<file path="config.mk">
export PLATFORM = sky130hd
export DESIGN_NAME = cartesian_polar_converter_core
export DESIGN_NICKNAME = d
export VERILOG_FILES = /design/src/rtl/cpc_pkg.sv /design/src/rtl/cpc_seq.sv /design/src/rtl/cpc_dp.sv /design/src/rtl/cartesian_polar_converter_core.sv
export SDC_FILE = /design/constraint.sdc
export NUM_CORES = 2
export LEC_CHECK = 0
export BUFFER_PORTS_ARGS = -buffer_cell sky130_fd_sc_hd__buf_4
export CORE_AREA = 2 2 388 390
export DETAILED_ROUTE_END_ITERATION = 10
export DIE_AREA = 0 0 390 392
export PLACE_DENSITY = 0.78
export SLEW_MARGIN = 30
export SYNTH_ARGS = -nofsm -noshare
export SYNTH_HDL_FRONTEND = slang
export SYNTH_SLANG_ARGS = --single-unit
</file>
<file path="constraint.sdc">
create_clock -name i_clk -period 28.9 [get_ports i_clk]
set_clock_uncertainty 0.15 [all_clocks]
set_input_delay 1.445 -clock i_clk [delete_from_list [all_inputs] [get_ports i_clk]]
set_output_delay 1.445 -clock i_clk [all_outputs]
set_load 0.01 [all_outputs]
</file>
<file path="src/rtl/cpc_pkg.sv">
// cpc_pkg: shared types and constants of the CORDIC coordinate converter.
// Holds the sequencer state and datapath op codes, the control word and the
// arctangent table; no dependencies.
package cpc_pkg;

    localparam int XW          = 64;   // x / y / remainder datapath width
    localparam int ZW          = 38;   // angle accumulator width, Q32 radians
    localparam int CNT_W       = 5;    // step counter, also CORDIC shift amount
    localparam int MUL_W       = 32;   // shared multiplier operand width
    localparam int GUARD_BITS  = 8;
    localparam int ANGLE_BITS  = 32;

    localparam logic signed [ZW-1:0] PI_Z      = ZW'(64'sd13493037705);
    localparam logic signed [ZW-1:0] HALF_PI_Z = ZW'(64'sd6746518852);
    localparam logic signed [ZW-1:0] TWO_PI_Z  = ZW'(64'sd26986075410);
    localparam logic [XW-1:0]        TWO_PI_X  = 64'd26986075410;
    localparam logic [MUL_W-1:0]     GAIN_Q32  = 32'd2608131497;

    localparam logic CMD_TO_POLAR = 1'b0;
    localparam logic CMD_TO_CART  = 1'b1;

    typedef enum logic [3:0] {
        S_IDLE,
        S_PREP,
        S_ROT,
        S_ABS,
        S_MUL_HI,
        S_MUL_LO,
        S_SUM,
        S_NEG,
        S_MOD,
        S_ZSIGN,
        S_ZWRAP,
        S_ZFOLD,
        S_FIN,
        S_OUT
    } t_state;

    typedef enum logic [3:0] {
        OP_HOLD,
        OP_LOAD,
        OP_PREP,
        OP_ROT,
        OP_ABS,
        OP_MUL_HI,
        OP_MUL_LO,
        OP_SUM,
        OP_NEG,
        OP_MOD,
        OP_ZSIGN,
        OP_ZWRAP,
        OP_ZFOLD,
        OP_FIN
    } t_op;

    typedef struct packed {
        t_op              op;
        logic             cmd;
        logic [CNT_W-1:0] step;
    } t_ctrl;

    // atan(2^-i) in Q32 radians
    function automatic logic [31:0] atan_q32(input logic [CNT_W-1:0] idx);
        logic [31:0] v;
        unique case (idx)
            5'd0:  v = 32'd3373259426;
            5'd1:  v = 32'd1991351318;
            5'd2:  v = 32'd1052175346;
            5'd3:  v = 32'd534100635;
            5'd4:  v = 32'd268086748;
            5'd5:  v = 32'd134174063;
            5'd6:  v = 32'd67103403;
            5'd7:  v = 32'd33553749;
            5'd8:  v = 32'd16777131;
            5'd9:  v = 32'd8388597;
            5'd10: v = 32'd4194303;
            5'd11: v = 32'd2097152;
            5'd12: v = 32'd1048576;
            5'd13: v = 32'd524288;
            5'd14: v = 32'd262144;
            5'd15: v = 32'd131072;
            5'd16: v = 32'd65536;
            5'd17: v = 32'd32768;
            5'd18: v = 32'd16384;
            5'd19: v = 32'd8192;
            5'd20: v = 32'd4096;
            5'd21: v = 32'd2048;
            5'd22: v = 32'd1024;
            5'd23: v = 32'd512;
            5'd24: v = 32'd256;
            5'd25: v = 32'd128;
            5'd26: v = 32'd64;
            5'd27: v = 32'd32;
            5'd28: v = 32'd16;
            5'd29: v = 32'd8;
            5'd30: v = 32'd4;
            5'd31: v = 32'd2;
        endcase
        return v;
    endfunction

endpackage

</file>
<file path="src/rtl/cpc_seq.sv">
// cpc_seq: sequencer of the converter; steps the datapath through load,
// angle reduction, CORDIC micro-rotations, gain scaling and output. Uses cpc_pkg.
module cpc_seq
    import cpc_pkg::*;
#(
    parameter int DATA_WIDTH     = 32,
    parameter int FRACTION_BITS  = 16,
    parameter int ROTATION_STEPS = 18
) (
    input  logic  i_clk,
    input  logic  i_rst_n,
    input  logic  i_valid,
    input  logic  i_cmd,
    input  logic  i_stall,
    output logic  o_stall,
    output logic  o_valid,
    output t_ctrl o_ctrl
);

    // angle input scaled to Q32: bounds the number of restoring mod-2pi steps
    localparam int ZSHIFT = ANGLE_BITS - FRACTION_BITS;
    localparam int MAG_W  = (DATA_WIDTH + ZSHIFT - 1 > XW - 1) ? XW - 1
                                                              : DATA_WIDTH + ZSHIFT - 1;
    localparam int KMAX   = (MAG_W > 35) ? MAG_W - 35 : 0;

    localparam logic [CNT_W-1:0] LAST_STEP = CNT_W'(ROTATION_STEPS - 1);
    localparam logic [CNT_W-1:0] FIRST_K   = CNT_W'(KMAX);

    t_state           r_state, n_state;
    logic [CNT_W-1:0] r_cnt, n_cnt;
    logic             r_cmd, n_cmd;

    always_ff @(posedge i_clk) begin
        if (!i_rst_n) begin
            r_state <= S_IDLE;
            r_cnt   <= '0;
            r_cmd   <= CMD_TO_POLAR;
        end else begin
            r_state <= n_state;
            r_cnt   <= n_cnt;
            r_cmd   <= n_cmd;
        end
    end

    always_comb begin
        n_state = r_state;
        n_cnt   = r_cnt;
        n_cmd   = r_cmd;
        unique case (r_state)
            S_IDLE: begin
                if (i_valid) begin
                    n_cmd   = i_cmd;
                    n_state = (i_cmd == CMD_TO_CART) ? S_ABS : S_PREP;
                end
            end
            S_PREP: begin
                n_state = S_ROT;
                n_cnt   = '0;
            end
            S_ROT: begin
                if (r_cnt == LAST_STEP) begin
                    n_state = (r_cmd == CMD_TO_CART) ? S_FIN : S_ABS;
                end else begin
                    n_cnt = r_cnt + 1'b1;
                end
            end
            S_ABS:    n_state = S_MUL_HI;
            S_MUL_HI: n_state = S_MUL_LO;
            S_MUL_LO: n_state = S_SUM;
            S_SUM:    n_state = S_NEG;
            S_NEG: begin
                if (r_cmd == CMD_TO_CART) begin
                    n_state = S_MOD;
                    n_cnt   = FIRST_K;
                end else begin
                    n_state = S_FIN;
                end
            end
            S_MOD: begin
                if (r_cnt == '0) begin
                    n_state = S_ZSIGN;
                end else begin
                    n_cnt = r_cnt - 1'b1;
                end
            end
            S_ZSIGN: n_state = S_ZWRAP;
            S_ZWRAP: n_state = S_ZFOLD;
            S_ZFOLD: begin
                n_state = S_ROT;
                n_cnt   = '0;
            end
            S_FIN: n_state = S_OUT;
            S_OUT: begin
                if (!i_stall) begin
                    n_state = S_IDLE;
                end
            end
            default: n_state = S_IDLE;
        endcase
    end

    always_comb begin
        o_stall     = (r_state != S_IDLE);
        o_valid     = (r_state == S_OUT);
        o_ctrl.cmd  = (r_state == S_IDLE) ? i_cmd : r_cmd;
        o_ctrl.step = r_cnt;
        unique case (r_state)
            S_IDLE:   o_ctrl.op = i_valid ? OP_LOAD : OP_HOLD;
            S_PREP:   o_ctrl.op = OP_PREP;
            S_ROT:    o_ctrl.op = OP_ROT;
            S_ABS:    o_ctrl.op = OP_ABS;
            S_MUL_HI: o_ctrl.op = OP_MUL_HI;
            S_MUL_LO: o_ctrl.op = OP_MUL_LO;
            S_SUM:    o_ctrl.op = OP_SUM;
            S_NEG:    o_ctrl.op = OP_NEG;
            S_MOD:    o_ctrl.op = OP_MOD;
            S_ZSIGN:  o_ctrl.op = OP_ZSIGN;
            S_ZWRAP:  o_ctrl.op = OP_ZWRAP;
            S_ZFOLD:  o_ctrl.op = OP_ZFOLD;
            S_FIN:    o_ctrl.op = OP_FIN;
            S_OUT:    o_ctrl.op = OP_HOLD;
            default:  o_ctrl.op = OP_HOLD;
        endcase
    end

endmodule

</file>
<file path="src/rtl/cpc_dp.sv">
// cpc_dp: datapath of the converter: x/y/z registers, CORDIC step unit,
// shared 32x32 gain multiplier, mod-2pi reducer, rounding and saturation. Uses cpc_pkg.
module cpc_dp
    import cpc_pkg::*;
#(
    parameter int DATA_WIDTH    = 32,
    parameter int FRACTION_BITS = 16
) (
    input  logic                         i_clk,
    input  t_ctrl                        i_ctrl,
    input  logic signed [DATA_WIDTH-1:0] i_a_in,
    input  logic signed [DATA_WIDTH-1:0] i_b_in,
    output logic signed [DATA_WIDTH-1:0] o_a_out,
    output logic signed [DATA_WIDTH-1:0] o_b_out
);

    localparam int ZSHIFT = ANGLE_BITS - FRACTION_BITS;
    localparam logic signed [XW-1:0] SAT_HI =
        $signed({{(XW - DATA_WIDTH + 1){1'b0}}, {(DATA_WIDTH - 1){1'b1}}});
    localparam logic signed [XW-1:0] SAT_LO = ~SAT_HI;

    function automatic logic signed [XW-1:0] rnd_shift(input logic signed [XW-1:0] v,
                                                       input int s);
        logic signed [XW-1:0] sum;
        sum = v + $signed(XW'(1) << (s - 1));
        return sum >>> s;
    endfunction

    function automatic logic signed [DATA_WIDTH-1:0] sat(input logic signed [XW-1:0] v);
        logic signed [DATA_WIDTH-1:0] r;
        if (v > SAT_HI) begin
            r = SAT_HI[DATA_WIDTH-1:0];
        end else if (v < SAT_LO) begin
            r = SAT_LO[DATA_WIDTH-1:0];
        end else begin
            r = v[DATA_WIDTH-1:0];
        end
        return r;
    endfunction

    logic signed [XW-1:0] r_x, r_y;   // r_y holds the angle remainder while reducing
    logic signed [ZW-1:0] r_z;
    logic [XW-1:0]        r_prod, r_acc;
    logic                 r_mneg, r_zneg, r_zero;
    logic signed [DATA_WIDTH-1:0] r_a_out, r_b_out;

    logic signed [XW-1:0] a64, b64, ld_v, ld_mag, xs, ys, z64, p_sum;
    logic signed [ZW-1:0] at, rem;
    logic [XW-1:0]        dsh;
    logic [MUL_W-1:0]     mul_op;
    logic                 zpos;

    always_comb begin
        a64    = XW'(i_a_in);
        b64    = XW'(i_b_in);
        ld_v   = b64 <<< ZSHIFT;
        ld_mag = ld_v[XW-1] ? -ld_v : ld_v;
        xs     = r_x >>> i_ctrl.step;
        ys     = r_y >>> i_ctrl.step;
        at     = $signed(ZW'(atan_q32(i_ctrl.step)));
        zpos   = !r_z[ZW-1];
        dsh    = TWO_PI_X << i_ctrl.step;
        rem    = $signed(r_y[ZW-1:0]);
        z64    = XW'(r_z);
        mul_op = (i_ctrl.op == OP_MUL_HI) ? r_x[XW-1:MUL_W] : r_x[MUL_W-1:0];
        p_sum  = $signed(r_acc + (r_prod >> MUL_W));
    end

    always_ff @(posedge i_clk) begin
        unique case (i_ctrl.op)
            OP_HOLD: begin
            end
            OP_LOAD: begin
                r_x  <= a64 <<< GUARD_BITS;
                r_z  <= '0;
                if (i_ctrl.cmd == CMD_TO_CART) begin
                    r_y    <= ld_mag;
                    r_zneg <= ld_v[XW-1];
                    r_zero <= 1'b0;
                end else begin
                    r_y    <= b64 <<< GUARD_BITS;
                    r_zero <= (i_a_in == '0) && (i_b_in == '0);
                end
            end
            OP_PREP: begin
                // left half plane: mirror through the origin, start angle at +-pi
                if (r_x[XW-1]) begin
                    r_z <= r_y[XW-1] ? -PI_Z : PI_Z;
                    r_x <= -r_x;
                    r_y <= -r_y;
                end
            end
            OP_ROT: begin
                if (i_ctrl.cmd == CMD_TO_CART) begin
                    if (zpos) begin
                        r_x <= r_x - ys;
                        r_y <= r_y + xs;
                        r_z <= r_z - at;
                    end else begin
                        r_x <= r_x + ys;
                        r_y <= r_y - xs;
                        r_z <= r_z + at;
                    end
                end else begin
                    if (r_y[XW-1]) begin
                        r_x <= r_x - ys;
                        r_y <= r_y + xs;
                        r_z <= r_z - at;
                    end else begin
                        r_x <= r_x + ys;
                        r_y <= r_y - xs;
                        r_z <= r_z + at;
                    end
                end
            end
            OP_ABS: begin
                r_mneg <= r_x[XW-1];
                r_x    <= r_x[XW-1] ? -r_x : r_x;
                if (r_z > PI_Z) begin
                    r_z <= PI_Z;
                end else if (r_z < -PI_Z) begin
                    r_z <= -PI_Z;
                end
            end
            OP_MUL_HI: r_prod <= XW'(mul_op) * XW'(GAIN_Q32);
            OP_MUL_LO: begin
                r_acc  <= r_prod;
                r_prod <= XW'(mul_op) * XW'(GAIN_Q32);
            end
            OP_SUM: r_x <= p_sum;
            OP_NEG: begin
                if (r_mneg) begin
                    r_x <= -r_x;
                end
            end
            OP_MOD: begin
                // restoring reduction of |angle| by 2pi, one shifted divisor per step
                if ($unsigned(r_y) >= dsh) begin
                    r_y <= $signed($unsigned(r_y) - dsh);
                end
            end
            OP_ZSIGN: r_z <= r_zneg ? -rem : rem;
            OP_ZWRAP: begin
                if (r_z > PI_Z) begin
                    r_z <= r_z - TWO_PI_Z;
                end else if (r_z < -PI_Z) begin
                    r_z <= r_z + TWO_PI_Z;
                end
            end
            OP_ZFOLD: begin
                r_y <= '0;
                if (r_z > HALF_PI_Z) begin
                    r_z <= r_z - PI_Z;
                    r_x <= -r_x;
                end else if (r_z < -HALF_PI_Z) begin
                    r_z <= r_z + PI_Z;
                    r_x <= -r_x;
                end
            end
            OP_FIN: begin
                if (r_zero) begin
                    r_a_out <= '0;
                    r_b_out <= '0;
                end else begin
                    r_a_out <= sat(rnd_shift(r_x, GUARD_BITS));
                    if (i_ctrl.cmd == CMD_TO_CART) begin
                        r_b_out <= sat(rnd_shift(r_y, GUARD_BITS));
                    end else begin
                        r_b_out <= sat(rnd_shift(z64, ZSHIFT));
                    end
                end
            end
            default: begin
            end
        endcase
    end

    assign o_a_out = r_a_out;
    assign o_b_out = r_b_out;

endmodule

</file>
<file path="src/rtl/cartesian_polar_converter_core.sv">
// Cartesian <-> polar converter, iterative CORDIC, one word in flight at a time.
// Cmd 0 runs half-plane mirror, micro-rotations, gain scaling and output; cmd 1 runs
// gain scaling, K+1 restoring mod-2pi steps (K set by the angle width in Q32, K=12 at
// defaults), wrap, fold, micro-rotations, output. One CORDIC micro-rotation per cycle.
// Synchronous active-low reset returns the sequencer to idle; no word is held.
module cartesian_polar_converter_core
    import cpc_pkg::*;
#(
    parameter int DATA_WIDTH     = 32,
    parameter int FRACTION_BITS  = 16,
    parameter int ROTATION_STEPS = 18
) (
    input  logic                         i_clk,
    input  logic                         i_rst_n,
    input  logic                         i_valid,
    output logic                         o_stall,
    input  logic                         i_cmd,
    input  logic signed [DATA_WIDTH-1:0] i_a_in,
    input  logic signed [DATA_WIDTH-1:0] i_b_in,
    output logic                         o_valid,
    input  logic                         i_stall,
    output logic signed [DATA_WIDTH-1:0] o_a_out,
    output logic signed [DATA_WIDTH-1:0] o_b_out
);

    t_ctrl ctrl;

    cpc_seq #(
        .DATA_WIDTH     (DATA_WIDTH),
        .FRACTION_BITS  (FRACTION_BITS),
        .ROTATION_STEPS (ROTATION_STEPS)
    ) u_seq (
        .i_clk   (i_clk),
        .i_rst_n (i_rst_n),
        .i_valid (i_valid),
        .i_cmd   (i_cmd),
        .i_stall (i_stall),
        .o_stall (o_stall),
        .o_valid (o_valid),
        .o_ctrl  (ctrl)
    );

    cpc_dp #(
        .DATA_WIDTH    (DATA_WIDTH),
        .FRACTION_BITS (FRACTION_BITS)
    ) u_dp (
        .i_clk   (i_clk),
        .i_ctrl  (ctrl),
        .i_a_in  (i_a_in),
        .i_b_in  (i_b_in),
        .o_a_out (o_a_out),
        .o_b_out (o_b_out)
    );

endmodule

</file>
==> metrics <==
setup TNS 0 ns; critical path's largest stage delay around 0.82 ns; multi-input logic area 61710 sq um; reg2reg start u_seq.r_state[2]$_SDFFE_PN0P_; Critical Path Sink Type flop; Worst R2R End u_dp.r_prod[58]$_DFFE_PP_; CTS tree built; Rel. slew slack 0.2621; Yosys warnings 0; hold buffers post-CTS 0; number of filler instances in the final layout ~14000; sequential area share after synthesis 0.1462; Core Region about 150000 sq um; HPWL after detailed placement ~290000 um; hold_sp u_dp.r_prod[5]$_DFFE_PP_; share of cells above drive strength 1 0.06659; Root Buffer clkbuf_16; clk_lat worst skew between 0.7 and 0.8 ns; DR WL/cell about 30 um; TritonCTS Sinks 403; cell taking the most area after synthesis edfxtp_1; Final Max Slew Viols 0; post-synthesis cell count between 10000 and 15000; gpl congestion approximately 1.1; row cnt 142; fin cells approximately 12000; initial antenna violation count 18; CP most frequent cell fa_1; Die H 392 um; vias per cell 6.756; post-synth top area share 0.1357; I/O Buffers ~130; DRC 0; syn avg cell area slightly below 8 sq um; Buf/Inv on CP 6; worst hold stages 0; synth top area cells edfxtp_1 14%, ha_1 13%, fa_1 12%, inv_1 5.4%, a21oi_1 5.4%; min Tclk post-route around 11 ns; Layout Nets approximately 11000; Min Hold Slack between 0.2 and 0.3 ns; antenna-violating nets left 0; die area 152900 sq um; Post-synth EDFFs about 360; Tcrit/Tclk final 0.3878; H-tree level count 2; Worst EP arrival around 11 ns; Hold Path End u_dp.r_acc[5]$_DFFE_PP_; CP required about 29 ns; Largest delay share family, worst path adder cells; syn nets between 10000 and 15000; Bufs on Longest Clock Path 3; register area between 10000 and 15000 sq um; CTS buffer count 50; vias in the first global route 76970; gr usage total 0.4557; vias post-DR 80530; DRT Pass-1 Iters 9; startpoint type of the worst setup path flop; critical path class reg -> reg; DP Cell Count between 10000 and 15000; Final Hold Fails 0; I/O pins about 140; status finished, final reports clean; CP max stage cell dfxtp_1; Initial DRC Count around 11000; Final setup violation count 0; final wirelength about 360000 um; area delta synth->final 5.682%; Hold Path Class reg -> reg; worst slew pin tran about 1.1 ns; first-pass GRT wire length between 500000 and 600000 um; post-synthesis register bit count 403; internal reg-to-reg setup slack between 15 and 20 ns; cell area after synthesis 79910 sq um; # Post-CTS Setup Buffers 0; initial core utilization 0.5367; CP Max Fanout 39; Resized cells post-CTS 0; Die Width around 390 um; GRT overflow 0; reg2reg path depth 30; FMAX slightly below 90 MHz; Unique masters post-synth ~100; asr flop ratio synth 0; max cap viols 0; largest net degree at the start of global routing 105; Reg clk slew, reported paths ~0.070 ns; Most used DFF post-synth edfxtp_1; RSZ-0062 raised after global routing no
## sequential cells by signal, summed over array words and instances (netlist names)
register       flops
u_dp.at           32
u_dp.r_prod       64
u_dp.r_zneg        1
u_seq.r_cnt        5
u_dp.r_x          64
u_dp.o_b_out      32
u_dp.r_acc        64
u_seq.r_state      4
u_dp.r_zero        1
u_dp.o_a_out      32
u_seq.r_cmd        1
u_dp.r_mneg        1
u_dp.r_z          38
u_dp.r_y          64
## layout by cell type, fill, tap and decap left out, drive strengths merged, types with 87 or more instances in the layout
master and n:
nand4 127, fa 492, nor3 210, nand3 223
a31oi 94, edfxtp 361, a21o 184, o21ai 664
inv 1165, a211oi 91, o21bai 100, nor4 113
o21a 91, nand2 867, ha 847, xnor2 428
a21oi 860, mux4 87, xor2 250, nor2 876
buf 321, mux2i 137, nor2b 90
## metrics by stage
stage / setup slack [ns] / util / instance area [sq um]
6_report: 17.69 / 0.5672 / 84450
5_1_grt: 17.22 / 0.5672 / 84440
4_1_cts: 17.84 / 0.5666 / 84360
3_5_place_dp: 17.90 / 0.5547 / 82590
3_3_place_gp: 18.12 / 0.5545 / 82560
2_1_floorplan: 19.19 / - / 79910
## layout make-up
type	instances	area share
Antenna cell	4	0.0001185
Clock buffer	56	0.01508
Clock inverter	35	0.005882
Inverter	1165	0.05185
Multi-Input combinational cell	7991	0.7307
Sequential cell	403	0.1385
Tap cell	1944	0.02880
Timing Repair Buffer	321	0.02901
## cells by family (layout without fill, tap and decap cells)
family / Yosys count / in the layout / share of synthesized area
fa+ha+maj: 1339 / 1339 / 0.2559
simple gates: 2936 / 2936 / 0.1725
flops: 403 / 403 / 0.1462
compound gates: 2774 / 2774 / 0.2192
xor+xnor: 678 / 678 / 0.07431
buf+inv: 1786 / 1577 / 0.08460
mux: 264 / 264 / 0.04732
other cells: 0 / 4 / 0
## synthesized netlist by cell type (137+ instances only)
master	number
mux2i_1	137
nor3_1	203
edfxtp_1	361
xnor2_1	428
fa_1	492
clkbuf_1	518
a21oi_1	859
nor2_1	872
o21ai_0	605
inv_1	1154
a21o_1	184
xor2_1	250
nand3_1	223
nand2_1	865
ha_1	847
## worst max-delay path by stage
stage | start | to | slack, ns | cells past startpoint
3_5_place_dp | u_seq.r_state[2]$_SDFFE_PN0P_ | u_dp.r_prod[58]$_DFFE_PP_ | 17.90 | 30
5_1_grt | u_seq.r_state[2]$_SDFFE_PN0P_ | u_dp.r_prod[58]$_DFFE_PP_ | 17.22 | 31
3_3_place_gp | u_seq.r_state[2]$_SDFFE_PN0P_ | u_dp.r_prod[58]$_DFFE_PP_ | 18.12 | 30
6_report | u_seq.r_state[2]$_SDFFE_PN0P_ | u_dp.r_prod[58]$_DFFE_PP_ | 17.69 | 30
4_1_cts | u_seq.r_state[2]$_SDFFE_PN0P_ | u_dp.r_prod[58]$_DFFE_PP_ | 17.84 | 30
2_1_floorplan | u_seq.r_state[2]$_SDFFE_PN0P_ | u_dp.r_prod[63]$_DFFE_PP_ | 19.19 | 33
## per-layer routing
| metal | global-route usage | part of all wire | vias up |
|---|---|---|---|
| met5 | 0 | 0.00030 | - |
| met4 | 0.3648 | 0.10 | 14 |
| met3 | 0.09622 | 0.10 | 1230 |
| met1 | 0.5489 | 0.36 | 38750 |
| met2 | 0.7065 | 0.43 | 5138 |
| li1 | - | - | 35400 |
Power is left out: the tool's default activity adds up to more than one toggle a clock period on the data nets, which glitch-free logic cannot reach.
